## src/rtl/lprd_pkg.sv

```systemverilog
// Package for the length-prefixed record deframer.
// Holds the item structs, header constants and error codes.
// No dependencies; the deframer top and the parser import it.
package lprd_pkg;

  // Header byte: the high nibble must carry this pattern.
  localparam logic [3:0] HDR_MAGIC = 4'hF;

  // Varint length bytes: value bits per byte and continuation bit.
  localparam int unsigned VARINT_BITS = 7;
  localparam int unsigned VARINT_CONT = 7;

  // Error codes carried on the result channel.
  typedef enum logic [1:0] {
    ERR_NONE   = 2'd0,
    ERR_MAGIC  = 2'd1,
    ERR_LENGTH = 2'd2
  } err_e;

  // One input item.
  typedef struct packed {
    logic [7:0] data_byte;
    logic       start_of_stream;
  } in_item_t;

  // One result item.
  typedef struct packed {
    logic [7:0]  payload_byte;
    logic [31:0] record_length;
    logic        first_of_record;
    logic        last_of_record;
    logic        empty_record;
    err_e        error_code;
  } out_item_t;

endpackage

```

## src/rtl/lprd_in_if.sv

```systemverilog
// Input channel of the deframer: valid/ready handshake with one stream byte.
// Standalone; no package needed.
interface lprd_in_if;
  logic       valid;
  logic       ready;
  logic [7:0] data_byte;
  logic       start_of_stream;

  modport source (output valid, output data_byte, output start_of_stream, input ready);
  modport sink   (input valid, input data_byte, input start_of_stream, output ready);
endinterface

```

## src/rtl/lprd_out_if.sv

```systemverilog
// Result channel of the deframer: valid/ready handshake with one payload item.
// Standalone; no package needed.
interface lprd_out_if;
  logic        valid;
  logic        ready;
  logic [7:0]  payload_byte;
  logic [31:0] record_length;
  logic        first_of_record;
  logic        last_of_record;
  logic        empty_record;
  logic [1:0]  error_code;

  modport source (output valid, output payload_byte, output record_length,
                  output first_of_record, output last_of_record,
                  output empty_record, output error_code, input ready);
  modport sink   (input valid, input payload_byte, input record_length,
                  input first_of_record, input last_of_record,
                  input empty_record, input error_code, output ready);
endinterface

```

## src/rtl/length_prefixed_record_deframer.sv

```systemverilog
// Length-prefixed record deframer: takes one stream byte per cycle while the
// result side is ready and gives one result item per payload byte, per empty
// record and per error. Each byte passes in order through the input slot, the
// combinational parser and the result slot. Input ready follows the
// result slot, so a stall on the result side holds the input after one buffered
// byte. LEN_BITS (8 to 64) sets the width of the decoded length; record_length
// carries its low 32 bits. Depends on lprd_pkg, lprd_in_if, lprd_out_if,
// lprd_pipe_reg and lprd_parser.
module length_prefixed_record_deframer #(
  parameter int unsigned LEN_BITS = 32
) (
  input  logic       clk_i,
  input  logic       rst_ni,
  lprd_in_if.sink    in_i,
  lprd_out_if.source out_o
);
  import lprd_pkg::*;

  localparam int unsigned IN_W  = $bits(in_item_t);
  localparam int unsigned OUT_W = $bits(out_item_t);

  in_item_t  in_item;
  in_item_t  slot_item;
  out_item_t res_item;
  out_item_t out_item;
  logic      slot_valid;
  logic      slot_ready;
  logic      res_valid;
  logic      res_ready;
  logic      out_valid;

  assign in_item.data_byte       = in_i.data_byte;
  assign in_item.start_of_stream = in_i.start_of_stream;

  // Input slot.
  lprd_pipe_reg #(
    .WIDTH (IN_W)
  ) u_in_reg (
    .clk_i   (clk_i),
    .rst_ni  (rst_ni),
    .valid_i (in_i.valid),
    .data_i  (in_item),
    .ready_o (in_i.ready),
    .valid_o (slot_valid),
    .data_o  (slot_item),
    .ready_i (slot_ready)
  );

  // Parser.
  lprd_parser #(
    .LEN_BITS (LEN_BITS)
  ) u_parser (
    .clk_i       (clk_i),
    .rst_ni      (rst_ni),
    .in_valid_i  (slot_valid),
    .in_item_i   (slot_item),
    .in_ready_o  (slot_ready),
    .res_valid_o (res_valid),
    .res_o       (res_item),
    .res_ready_i (res_ready)
  );

  // Result slot.
  lprd_pipe_reg #(
    .WIDTH (OUT_W)
  ) u_out_reg (
    .clk_i   (clk_i),
    .rst_ni  (rst_ni),
    .valid_i (res_valid),
    .data_i  (res_item),
    .ready_o (res_ready),
    .valid_o (out_valid),
    .data_o  (out_item),
    .ready_i (out_o.ready)
  );

  assign out_o.valid           = out_valid;
  assign out_o.payload_byte    = out_item.payload_byte;
  assign out_o.record_length   = out_item.record_length;
  assign out_o.first_of_record = out_item.first_of_record;
  assign out_o.last_of_record  = out_item.last_of_record;
  assign out_o.empty_record    = out_item.empty_record;
  assign out_o.error_code      = out_item.error_code;

endmodule

```

## src/rtl/lprd_pipe_reg.sv

```systemverilog
// One-entry pipeline register with valid/ready flow control.
// Used for the input slot and the result slot of the deframer; no dependencies.
module lprd_pipe_reg #(
  parameter int unsigned WIDTH = 8
) (
  input  logic             clk_i,
  input  logic             rst_ni,
  input  logic             valid_i,
  input  logic [WIDTH-1:0] data_i,
  output logic             ready_o,
  output logic             valid_o,
  output logic [WIDTH-1:0] data_o,
  input  logic             ready_i
);

  logic             valid_q;
  logic [WIDTH-1:0] data_q;

  // The slot takes a new item when empty or when its item leaves this cycle.
  assign ready_o = !valid_q || ready_i;
  assign valid_o = valid_q;
  assign data_o  = data_q;

  // Occupancy flag.
  always_ff @(posedge clk_i or negedge rst_ni) begin
    if (!rst_ni) begin
      valid_q <= 1'b0;
    end else if (ready_o) begin
      valid_q <= valid_i;
    end
  end

  // Payload needs no reset.
  always_ff @(posedge clk_i) begin
    if (valid_i && ready_o) begin
      data_q <= data_i;
    end
  end

endmodule

```

## src/rtl/lprd_parser.sv

```systemverilog
// Record parser of the deframer: header check, varint length decode and
// payload marking, one byte per cycle while the result side is ready. Depends on lprd_pkg.
module lprd_parser #(
  parameter int unsigned LEN_BITS = 32
) (
  input  logic               clk_i,
  input  logic               rst_ni,
  input  logic               in_valid_i,
  input  lprd_pkg::in_item_t in_item_i,
  output logic               in_ready_o,
  output logic               res_valid_o,
  output lprd_pkg::out_item_t res_o,
  input  logic               res_ready_i
);
  import lprd_pkg::*;

  // Shift is held at its first value at or above LEN_BITS, so it never exceeds LEN_BITS+6.
  localparam int unsigned SHW = $clog2(LEN_BITS + VARINT_BITS);
  localparam int unsigned WW  = LEN_BITS + VARINT_BITS;

  typedef enum logic [1:0] {
    PH_HEADER,
    PH_LENGTH,
    PH_PAYLOAD,
    PH_HALTED
  } phase_e;

  phase_e              phase_q, phase_d;
  logic [3:0]          bytes_left_q, bytes_left_d;
  logic [LEN_BITS-1:0] acc_q, acc_d;
  logic [SHW-1:0]      shift_q, shift_d;
  logic                open_q, open_d;
  logic [LEN_BITS-1:0] pay_left_q, pay_left_d;
  logic                first_q, first_d;

  logic                fire;
  logic [7:0]          b;
  logic [6:0]          v;
  phase_e              phase_cur;
  logic [WW-1:0]       v_wide;
  logic [LEN_BITS+31:0] acc_ext;
  logic                len_err;
  logic                res_valid;
  out_item_t           res;

  assign fire       = in_valid_i && res_ready_i;
  assign in_ready_o = res_ready_i;
  assign b          = in_item_i.data_byte;
  assign v          = b[VARINT_BITS-1:0];
  assign phase_cur  = in_item_i.start_of_stream ? PH_HEADER : phase_q;
  assign v_wide     = WW'(v) << shift_q;
  assign acc_ext    = {32'b0, acc_q};

  // Length group check: a set bit landing at or beyond LEN_BITS is an error.
  always_comb begin
    if (shift_q >= SHW'(LEN_BITS)) begin
      len_err = (v != 7'd0);
    end else begin
      len_err = |v_wide[WW-1:LEN_BITS];
    end
  end

  // Next state and result for the byte at the head of the input slot.
  always_comb begin
    phase_d      = phase_cur;
    bytes_left_d = bytes_left_q;
    acc_d        = acc_q;
    shift_d      = shift_q;
    open_d       = open_q;
    pay_left_d   = pay_left_q;
    first_d      = first_q;
    res_valid    = 1'b0;
    res          = '0;
    res.error_code = ERR_NONE;

    unique case (phase_cur)
      PH_HEADER: begin
        if (b[7:4] != HDR_MAGIC) begin
          phase_d        = PH_HALTED;
          res_valid      = 1'b1;
          res.error_code = ERR_MAGIC;
        end else begin
          bytes_left_d = b[3:0];
          acc_d        = '0;
          shift_d      = '0;
          open_d       = 1'b1;
          pay_left_d   = '0;
          first_d      = 1'b0;
          if (b[3:0] == 4'd0) begin
            // No length bytes: the record is empty.
            phase_d            = PH_HEADER;
            res_valid          = 1'b1;
            res.last_of_record = 1'b1;
            res.empty_record   = 1'b1;
          end else begin
            phase_d = PH_LENGTH;
          end
        end
      end

      PH_LENGTH: begin
        if (open_q && len_err) begin
          phase_d        = PH_HALTED;
          res_valid      = 1'b1;
          res.error_code = ERR_LENGTH;
        end else begin
          if (open_q) begin
            if (shift_q < SHW'(LEN_BITS)) begin
              acc_d = acc_q | v_wide[LEN_BITS-1:0];
            end
            if (!b[VARINT_CONT]) begin
              open_d = 1'b0;
            end else if (shift_q < SHW'(LEN_BITS)) begin
              shift_d = shift_q + SHW'(VARINT_BITS);
            end
          end
          bytes_left_d = bytes_left_q - 4'd1;
          // Last counted length byte: the length is final.
          if (bytes_left_q == 4'd1) begin
            if (acc_d == '0) begin
              phase_d            = PH_HEADER;
              res_valid          = 1'b1;
              res.last_of_record = 1'b1;
              res.empty_record   = 1'b1;
            end else begin
              phase_d    = PH_PAYLOAD;
              pay_left_d = acc_d;
              first_d    = 1'b1;
            end
          end
        end
      end

      PH_PAYLOAD: begin
        res_valid           = 1'b1;
        res.payload_byte    = b;
        res.record_length   = acc_ext[31:0];
        res.first_of_record = first_q;
        res.last_of_record  = (pay_left_q == LEN_BITS'(1));
        first_d             = 1'b0;
        pay_left_d          = pay_left_q - LEN_BITS'(1);
        if (pay_left_q == LEN_BITS'(1)) begin
          phase_d = PH_HEADER;
        end
      end

      PH_HALTED: begin
        phase_d = PH_HALTED;
      end

      default: begin
        phase_d = PH_HALTED;
      end
    endcase
  end

  assign res_valid_o = fire && res_valid;
  assign res_o       = res;

  // Parser state advances only on a consumed byte.
  always_ff @(posedge clk_i or negedge rst_ni) begin
    if (!rst_ni) begin
      phase_q      <= PH_HEADER;
      bytes_left_q <= '0;
      acc_q        <= '0;
      shift_q      <= '0;
      open_q       <= 1'b1;
      pay_left_q   <= '0;
      first_q      <= 1'b0;
    end else if (fire) begin
      phase_q      <= phase_d;
      bytes_left_q <= bytes_left_d;
      acc_q        <= acc_d;
      shift_q      <= shift_d;
      open_q       <= open_d;
      pay_left_q   <= pay_left_d;
      first_q      <= first_d;
    end
  end

  // While in the payload phase at least one payload byte remains.
  a_payload_left: assert property (@(posedge clk_i) disable iff (!rst_ni)
    (phase_q == PH_PAYLOAD) |-> (pay_left_q != '0))
    else $error("payload phase with no bytes left");

  // While decoding the length at least one counted length byte remains.
  a_length_left: assert property (@(posedge clk_i) disable iff (!rst_ni)
    (phase_q == PH_LENGTH) |-> (bytes_left_q != 4'd0))
    else $error("length phase with no length bytes left");

  // An error result always leaves the parser halted.
  a_err_halts: assert property (@(posedge clk_i) disable iff (!rst_ni)
    (res_valid_o && (res.error_code != ERR_NONE)) |=> (phase_q == PH_HALTED))
    else $error("error result without halting");

  // The first-byte mark only appears on a payload byte.
  a_first_payload: assert property (@(posedge clk_i) disable iff (!rst_ni)
    (res_valid_o && res.first_of_record) |->
      (!res.empty_record && (res.error_code == ERR_NONE) && (phase_cur == PH_PAYLOAD)))
    else $error("first mark outside a payload byte");

endmodule
```

## src/flat_wrapper.sv

```systemverilog
// flat-port wrapper written by rule: the top's interface ports become plain ports
module length_prefixed_record_deframer_flat import lprd_pkg::*;
#(
  parameter int unsigned LEN_BITS = 32
)
  (clk_i, rst_ni, in_i_valid, in_i_data_byte, in_i_start_of_stream, in_i_ready, out_o_valid, out_o_payload_byte, out_o_record_length, out_o_first_of_record, out_o_last_of_record, out_o_empty_record, out_o_error_code, out_o_ready);
  lprd_in_if in_i_i ();
  lprd_out_if out_o_i ();
  input  logic clk_i;
  input  logic rst_ni;
  input wire logic [$bits(in_i_i.valid)-1:0] in_i_valid;
  input wire logic [$bits(in_i_i.data_byte)-1:0] in_i_data_byte;
  input wire logic [$bits(in_i_i.start_of_stream)-1:0] in_i_start_of_stream;
  output wire logic [$bits(in_i_i.ready)-1:0] in_i_ready;
  output wire logic [$bits(out_o_i.valid)-1:0] out_o_valid;
  output wire logic [$bits(out_o_i.payload_byte)-1:0] out_o_payload_byte;
  output wire logic [$bits(out_o_i.record_length)-1:0] out_o_record_length;
  output wire logic [$bits(out_o_i.first_of_record)-1:0] out_o_first_of_record;
  output wire logic [$bits(out_o_i.last_of_record)-1:0] out_o_last_of_record;
  output wire logic [$bits(out_o_i.empty_record)-1:0] out_o_empty_record;
  output wire logic [$bits(out_o_i.error_code)-1:0] out_o_error_code;
  input wire logic [$bits(out_o_i.ready)-1:0] out_o_ready;
  assign in_i_i.valid = in_i_valid;
  assign in_i_i.data_byte = in_i_data_byte;
  assign in_i_i.start_of_stream = in_i_start_of_stream;
  assign in_i_ready = in_i_i.ready;
  assign out_o_valid = out_o_i.valid;
  assign out_o_payload_byte = out_o_i.payload_byte;
  assign out_o_record_length = out_o_i.record_length;
  assign out_o_first_of_record = out_o_i.first_of_record;
  assign out_o_last_of_record = out_o_i.last_of_record;
  assign out_o_empty_record = out_o_i.empty_record;
  assign out_o_error_code = out_o_i.error_code;
  assign out_o_i.ready = out_o_ready;
  length_prefixed_record_deframer #(.LEN_BITS(LEN_BITS)) u_core (.clk_i(clk_i), .rst_ni(rst_ni), .in_i(in_i_i), .out_o(out_o_i));
endmodule
```

## config.mk

```make
export PLATFORM = sky130hd
export DESIGN_NAME = length_prefixed_record_deframer_flat
export DESIGN_NICKNAME = d
export VERILOG_FILES = /design/src/rtl/lprd_pkg.sv /design/src/rtl/lprd_in_if.sv /design/src/rtl/lprd_out_if.sv /design/src/rtl/length_prefixed_record_deframer.sv /design/src/rtl/lprd_pipe_reg.sv /design/src/rtl/lprd_parser.sv /design/src/flat_wrapper.sv
export SDC_FILE = /design/constraint.sdc
export NUM_CORES = 1
export LEC_CHECK = 0
export ABC_AREA = 1
export BUFFER_PORTS_ARGS = -buffer_cell sky130_fd_sc_hd__buf_2
export CAP_MARGIN = 0
export CORE_UTILIZATION = 47
export CTS_CLUSTER_SIZE = 24
export DETAILED_ROUTE_END_ITERATION = 16
export GPL_TIMING_DRIVEN = 0
export PLACE_DENSITY = 0.75
export SYNTH_ARGS = -nofsm -noshare
export SYNTH_HDL_FRONTEND = slang
export SYNTH_SLANG_ARGS = --single-unit
```

## constraint.sdc

```tcl
create_clock -name clk_i -period 3.4 [get_ports clk_i]
set_input_delay 0.34 -clock clk_i [delete_from_list [all_inputs] [get_ports clk_i]]
set_output_delay 0.34 -clock clk_i [all_outputs]
set_load 0.005 [all_outputs]
```

---- Yosys cells after proc, flatten, opt, wreduce, memory -nomap -nowiden ----
Cells that the tools add are included.
operators by class
  add/subtract/negate cells ............... 3
  order comparisons ....................... 2
  equal/unequal tests ..................... 13
  shift-type cells ........................ 1
  multiplexer cells ....................... 54
  bitwise gates (word level) .............. 1
  reduce and logical (&&, ||, !) cells .... 19
operator list
  cell                                                                    count
  32-bit two-way mux                                                      9
  32-bit case mux with 3 select lines                                     1
  32-bit case mux with 2 select lines                                     1
  7-bit by 6-bit << shifter with 39-bit output                            1
  32-bit by 1-bit equality test with 1-bit output, second input constant  1
  32-bit zero test                                                        1
  32-bit OR                                                               1
  32-bit by 1-bit subtractor with 32-bit output, second input constant    1
  6-bit two-way mux                                                       5
  2-bit two-way mux                                                       12
  1-bit two-way mux                                                       16
  2-bit inequality test, second input constant                            6
  6-bit case mux with 2 select lines                                      1
  1-bit case mux with 3 select lines                                      3
  4-bit two-way mux                                                       2
  2-bit case mux with 4 select lines                                      1
  4-bit case mux with 2 select lines                                      1
  7-bit AND reduction                                                     1
  7-bit nonzero test                                                      1
  7-bit OR reduction                                                      1
  6-bit by 3-bit adder with 6-bit output, second input constant           1
  6-bit greater-or-equal comparator, second input constant                1
  6-bit less-than comparator, second input constant                       1
  3-bit case mux with 2 select lines                                      1
  other kinds (16)                                                        23
word-level totals
  register bits after elaboration ......... 134
  bits of input ports ..................... 13
  output and inout bits ................... 47
  word-level logic and storage cells ...... 105

---- Logic depth before layout (Yosys ltp) ----
  depth in word-level cells ............... 13
  mapped depth ............................ 19
  depth with buffers taken out ............ 17

---- Cells and area by module ----
Synthesis repeated with hierarchy kept, for this count alone.
second synthesis, totals
  cell total of the unflattened synthesis .. 1067
  area total of the unflattened synthesis .. 8130.3 sq um
by module, submodules not included
  module                            times used  cells an instance  area each (sq um)  sequential area each (sq um)
  lprd_parser                       1           1001               6418.7             1953.1
  lprd_pipe_reg (u_core.u_out_reg)  1           51                 1396.3             1376.3
  lprd_pipe_reg (u_core.u_in_reg)   1           15                 315.3              295.3

---- Worst setup path after synthesis ----
OpenSTA, ideal clock, no wires.
  kind .................................... reg-to-reg
  start ................................... register u_core.u_parser.shift_q[0]
  end ..................................... register u_core.u_out_reg.data_q[0] (netlist: u_core.u_out_reg.data_o[0]) (enable)
  setup time .............................. 0.399 ns
  arrival ................................. 2.525 ns
  data required time ...................... 3.001 ns
  path slack .............................. 0.476 ns
  stages on the path, launching flop included .. 15
  buffers on the path ..................... 1
  period minus slack after synthesis ...... 2.924 ns
  cells stage by stage .................... dfrtp_1 > buf_6 > nand2_1 > nand3_2 > nand3_1 > nand3_1 > nand3_1 > nand2_1 > nor3_1 > nand3_2 > nor2_4 > nand2_1 > nand3_1 > nand2_1 > inv_1
between the ends
  cells in the longest elaborated chain, start to end .. 13
  elaborated cells on any way between the ends .. 18
  those cells by class .................... order compare (2); shift (1); mux (9); bitwise (1); reduce/logical (5)
RTL lines
  what                                          RTL line             text
  from (decl)                                   lprd_parser.sv:31    logic [SHW-1:0] shift_q, shift_d;
  from (signal assigned)                        lprd_parser.sv:174   shift_q <= shift_d;
  7-bit by 6-bit << shifter with 39-bit output  lprd_parser.sv:51    assign v_wide = WW'(v) << shift_q;
  32-bit OR                                     lprd_parser.sv:109   acc_d = acc_q | v_wide[LEN_BITS-1:0];
  32-bit two-way mux                            lprd_parser.sv:108   if (shift_q < SHW'(LEN_BITS)) begin
  32-bit two-way mux                            lprd_parser.sv:107   if (open_q) begin
  32-bit two-way mux                            lprd_parser.sv:102   if (open_q && len_err) begin
  32-bit two-way mux                            lprd_parser.sv:76    unique case (phase_cur)
  32-bit zero test                              lprd_parser.sv:120   if (acc_d == '0) begin
  1-bit two-way mux                             lprd_parser.sv:120
  1-bit two-way mux                             lprd_parser.sv:119   if (bytes_left_q == 4'd1) begin
  1-bit two-way mux (*)                         lprd_parser.sv:102
  1-bit case mux with 3 select lines (*)        lprd_parser.sv:76
  1-bit logical AND (*)                         lprd_parser.sv:157   assign res_valid_o = fire && res_valid;
  1-bit logical AND (*)                         lprd_pipe_reg.sv:35  if (valid_i && ready_o) begin
  to (signal assigned)                          lprd_pipe_reg.sv:36  data_q <= data_i;
  to (decl)                                     lprd_pipe_reg.sv:17  logic [WIDTH-1:0] data_q;
Every way passes the cells marked *; elsewhere a longest branch is shown, timed or not. The select of a mux whose other input is x is not followed.
A chain may end at the register's enable or synchronous reset.

---- Worst setup path after layout ----
  start ................................... register u_core.u_parser.shift_q[0]
  end ..................................... register u_core.u_out_reg.data_q[25] (netlist: u_core.u_out_reg.data_o[25]) (enable)
The elaborated chain is that of the path after synthesis.

==> flow_metrics.py <==
metrics = {
    "worst_setup_path": {
        "worstSetupEndpoint": "u_core.u_out_reg.data_o[25]",
        "rrSetupSlack_ns": 0.35,
        "reg2reg_from": "u_core.u_parser.shift_q[0]",
        "critical_path_depth": 15,
        "crit_required_ns": 3.46,
        "cp_num_buf_inv": 2,
        "cp_max_fo": 45,
        "crit_chain": "buf_6, nand2_1, nand3_2, nand3_1, nor2_1, a21o_1, nor2_1, nand2_1, nor2_1, nand3_2, nor2_4, nand2_1, nand3_1, nand2_1, inv_4",
        "cp_slowest_stage_delay_ns": 0.46,
        "cp-end-kind": "flop",
        "cp-start-kind": "flop",
        "r2r_end": "u_core.u_out_reg.data_o[25]",
        "cp_top_family": "simple AND/OR/NAND/NOR gates",
        "reg2regPathDepth": 15,
        "arrival_ns": 3.11,
        "crit_slowest_cell": "dfrtp_1",
        "critPathKind": "reg2reg",
        "crit_top_cell": "nand2_1",
        "critPathLaunch": "u_core.u_parser.shift_q[0]",
    },
    "timing": {
        "hold_slack_ns": 0.0851,
        "slew_viol_final": 0,
        "slew_headroom_pct": 42.8,
        "rsz0062_at_grt": "no",
        "fin_setup_tns_ns": 0,
        "layout_min_cycle_time_ns": 3.05,
        "skew_ns": 0.00794,
        "setup_slack_ns": 0.353,
        "fmax_ghz": 0.328,
        "setup_violations": 0,
        "final_hold_viol_count": 0,
        "tightest_slew_ns": 0.859,
        "timing.final.crit_share_pct": 89.6,
    },
    "drt": {
        "drt_iter0_markers": 565,
        "via_per_inst": 5.24,
        "wl_per_cell_um": 15.5,
        "firstDrtPassIters": 8,
        "ant_nets": 0,
        "vias": 7036,
        "drcViolationCount": 0,
        "wl_um": 20900,
    },
    "clock_network": {
        "tritoncts": "built",
        "cts_setup_buffers": 0,
        "cts.sinks": 134,
        "numCtsBuffers": 17,
        "clk_latency_ns": 0.43,
        "clkTransAtPathRegs_ns": 0.06,
        "cts_buffer_depth": 2,
        "cts-root-buf": "clkbuf_16",
        "h-tree-depth": 4,
    },
    "status": {
        "status": "completed",
    },
    "global_routing": {
        "grtUsageTotal_pct": 25.0,
        "grt_pass1_wl_um": 33600,
        "antenna_found_initial": 0,
        "grt_start_max_net_pins": 68,
        "grt_pass1_vias": 6504,
        "overflow": 0,
    },
    "final_layout": {
        "fin_util_pct": 55.8,
        "multi_input_area_sq_um": 3590,
        "fin_nets": 1132,
        "area_delta_synth_final_pct": 15.7,
        "layout-drive-gt1-share_pct": 20.6,
        "fillers": 1479,
        "diodes": 0,
        "seq_area_sq_um": 3620,
    },
    "logic_synthesis": {
        "synthSimpleGateAreaFrac_pct": 30.5,
        "synth.most_common_cell": "nand2_1",
        "synth_top_family_by_area": "simple AND/OR/NAND/NOR gates",
        "synthXorXnorAreaFrac_pct": 1.42,
        "yosys_warnings": 0,
        "muxShareOfSynthArea_pct": 0,
        "synth_fp_nets": 1052,
        "async_flop_share_pct": 59.7,
        "syn_avg_cell_area_sq_um": 7.80,
        "syn_inst": 1030,
        "syn_area_sq_um": 8030,
        "synth_compound_area_share_pct": 11.4,
        "synthAdderAreaFrac_pct": 1.40,
        "ys_top_cells_by_count": "285 x nand2_1, 133 x inv_1, 94 x nor2_1",
        "yosys.area.top_type_share_pct": 24.6,
        "synth.distinct_cells": 41,
        "ys_top_cells_by_area": "dfrtp_1 25%, edfxtp_1 20%, nand2_1 13%, inv_1 6.2%, nor2_1 4.4%",
        "synthFlopType": "dfrtp_1",
        "ys_ff_latch": 134,
        "synth_top_area_cell": "dfrtp_1",
        "synth_seq_area_share_pct": 45.1,
        "synth_edf_count": 54,
    },
    "run": {
        "timing.max_cap.violations": 0,
    },
    "power_and_ir_drop": {
        "vdd_drop_max_uv": 547,
        "p_leak_uw": 0.00461,
        "p_per_area_nw_per_um2": 1120,
    },
    "floorplan": {
        "die-width_um": 133,
        "io_pins": 60,
        "die_area_sq_um": 17600,
        "die_h_um": 133,
        "start_util_pct": 48.3,
        "rows": 47,
        "design.core.area_sq_um": 16600,
    },
    "place": {
        "preCtsSetupSlack_ns": 0.186,
        "dpl.hpwl_um": 15600,
        "port_buffers": 59,
        "gp_congestion": 0.939,
    },
    "hold_path": {
        "hold_class": "in2reg",
    },
}
==> area by class of cell <==
type	count	area share, %
buffer	42	3.18
clock buffer	19	4.77
clock inverter	13	2.17
inverter	140	5.68
multi-input combinational	714	38.6
sequential	134	39.0
tap	220	2.96
timing repair buffer	61	3.61
==> what timing repair did <==
action                                  CTS  global route
endpoints found under the hold margin    12             0
hold buffers                              1             0
endpoints found under the setup margin    0            45
gates resized for setup                   0             2
==> cells by family after synthesis <==
family,Yosys count
adder cells (fa/ha/maj),9
XOR/XNOR,13
flip-flops,134
buffers and inverters,182
AND/OR/NAND/NOR,540
AO/OA/AOI/OAI,152
==> through the flow <==
step | power [uW] | instance area (sq um) | std cells
after floorplan | 6890 | 8030 | 1030
after global placement | 8110 | 8600 | 1309
after detailed placement | 8240 | 8630 | 1310
after CTS | 10300 | 9290 | 1343
after global routing | 11200 | 9290 | 1343
final | 10400 | 9290 | 1343
==> where the power goes <==
part,internal [uW],switching (uW)
Clock,1320,712
Sequential,2180,399
Combinational,2000,3770
Total,5500,4880
==> routing by layer <==
metal | vias to the layer above | share of wire [%] | global-route usage, %
met4 | 0 | 3.7 | 12.1
met2 | 263 | 46 | 38.8
met5 | - | 0 | 0
met1 | 3273 | 44 | 33.5
li1 | 3449 | - | -
met3 | 51 | 6.4 | 5.02
==> sequential cells by signal (all words and copies together) (netlist names), 2 cells and up <==
register,flops
u_core.u_parser.shift_q,6
u_core.u_parser.acc_q,32
u_core.u_in_reg.data_o,9
u_core.u_parser.pay_left_q,32
u_core.u_parser.phase_q,2
u_core.u_out_reg.data_o,45
u_core.u_parser.bytes_left_q,4
==> worst register-to-register path: stages, from the launching register on <==
cell	delay, ns
dfrtp_1	0.46
buf_6	0.18
nand2_1	0.12
nand3_2	0.10
nand3_1	0.14
nor2_1	0.09
a21o_1	0.17
nor2_1	0.20
nand2_1	0.09
nor2_1	0.12
nand3_2	0.16
nor2_4	0.15
nand2_1	0.07
nand3_1	0.08
nand2_1	0.10
inv_4	0.41
==> cell usage in the layout, fill, tap and decap left out, types with 5 or more instances in the layout <==
cell         n
ha_1         9
clkbuf_16   17
nand2_1    285
buf_6        6
inv_1      132
nor3_1      11
xnor2_1      6
nand4_1     15
nand2_2     44
nor2_1      94
edfxtp_1    54
bufinv_16    5
inv_2        6
nand3_2     18
clkbuf_1    13
buf_2       71
dfrtp_1     79
o21ai_0     51
o21ai_2     30
nand3_1     52
or2_2        5
a21oi_1     12
xor2_1       7
o21bai_1     8
o21ai_1     44
==> how the worst min path moves through the flow <==
stage,startpoint,to,slack [ns],cells after the start
2_1_floorplan,rst_ni,u_core.u_in_reg.valid_o,0.04,0
3_3_place_gp,u_core.u_parser.phase_q[0],u_core.u_parser.phase_q[0],0.46,2
3_5_place_dp,rst_ni,u_core.u_in_reg.valid_o,0.22,1
4_1_cts,in_i_data_byte[6],u_core.u_in_reg.data_o[7],0.07,1
5_1_grt,in_i_data_byte[6],u_core.u_in_reg.data_o[7],0.07,1
6_report,in_i_data_byte[6],u_core.u_in_reg.data_o[7],0.09,1
Note: power is estimated with default switching activity, not from simulation.
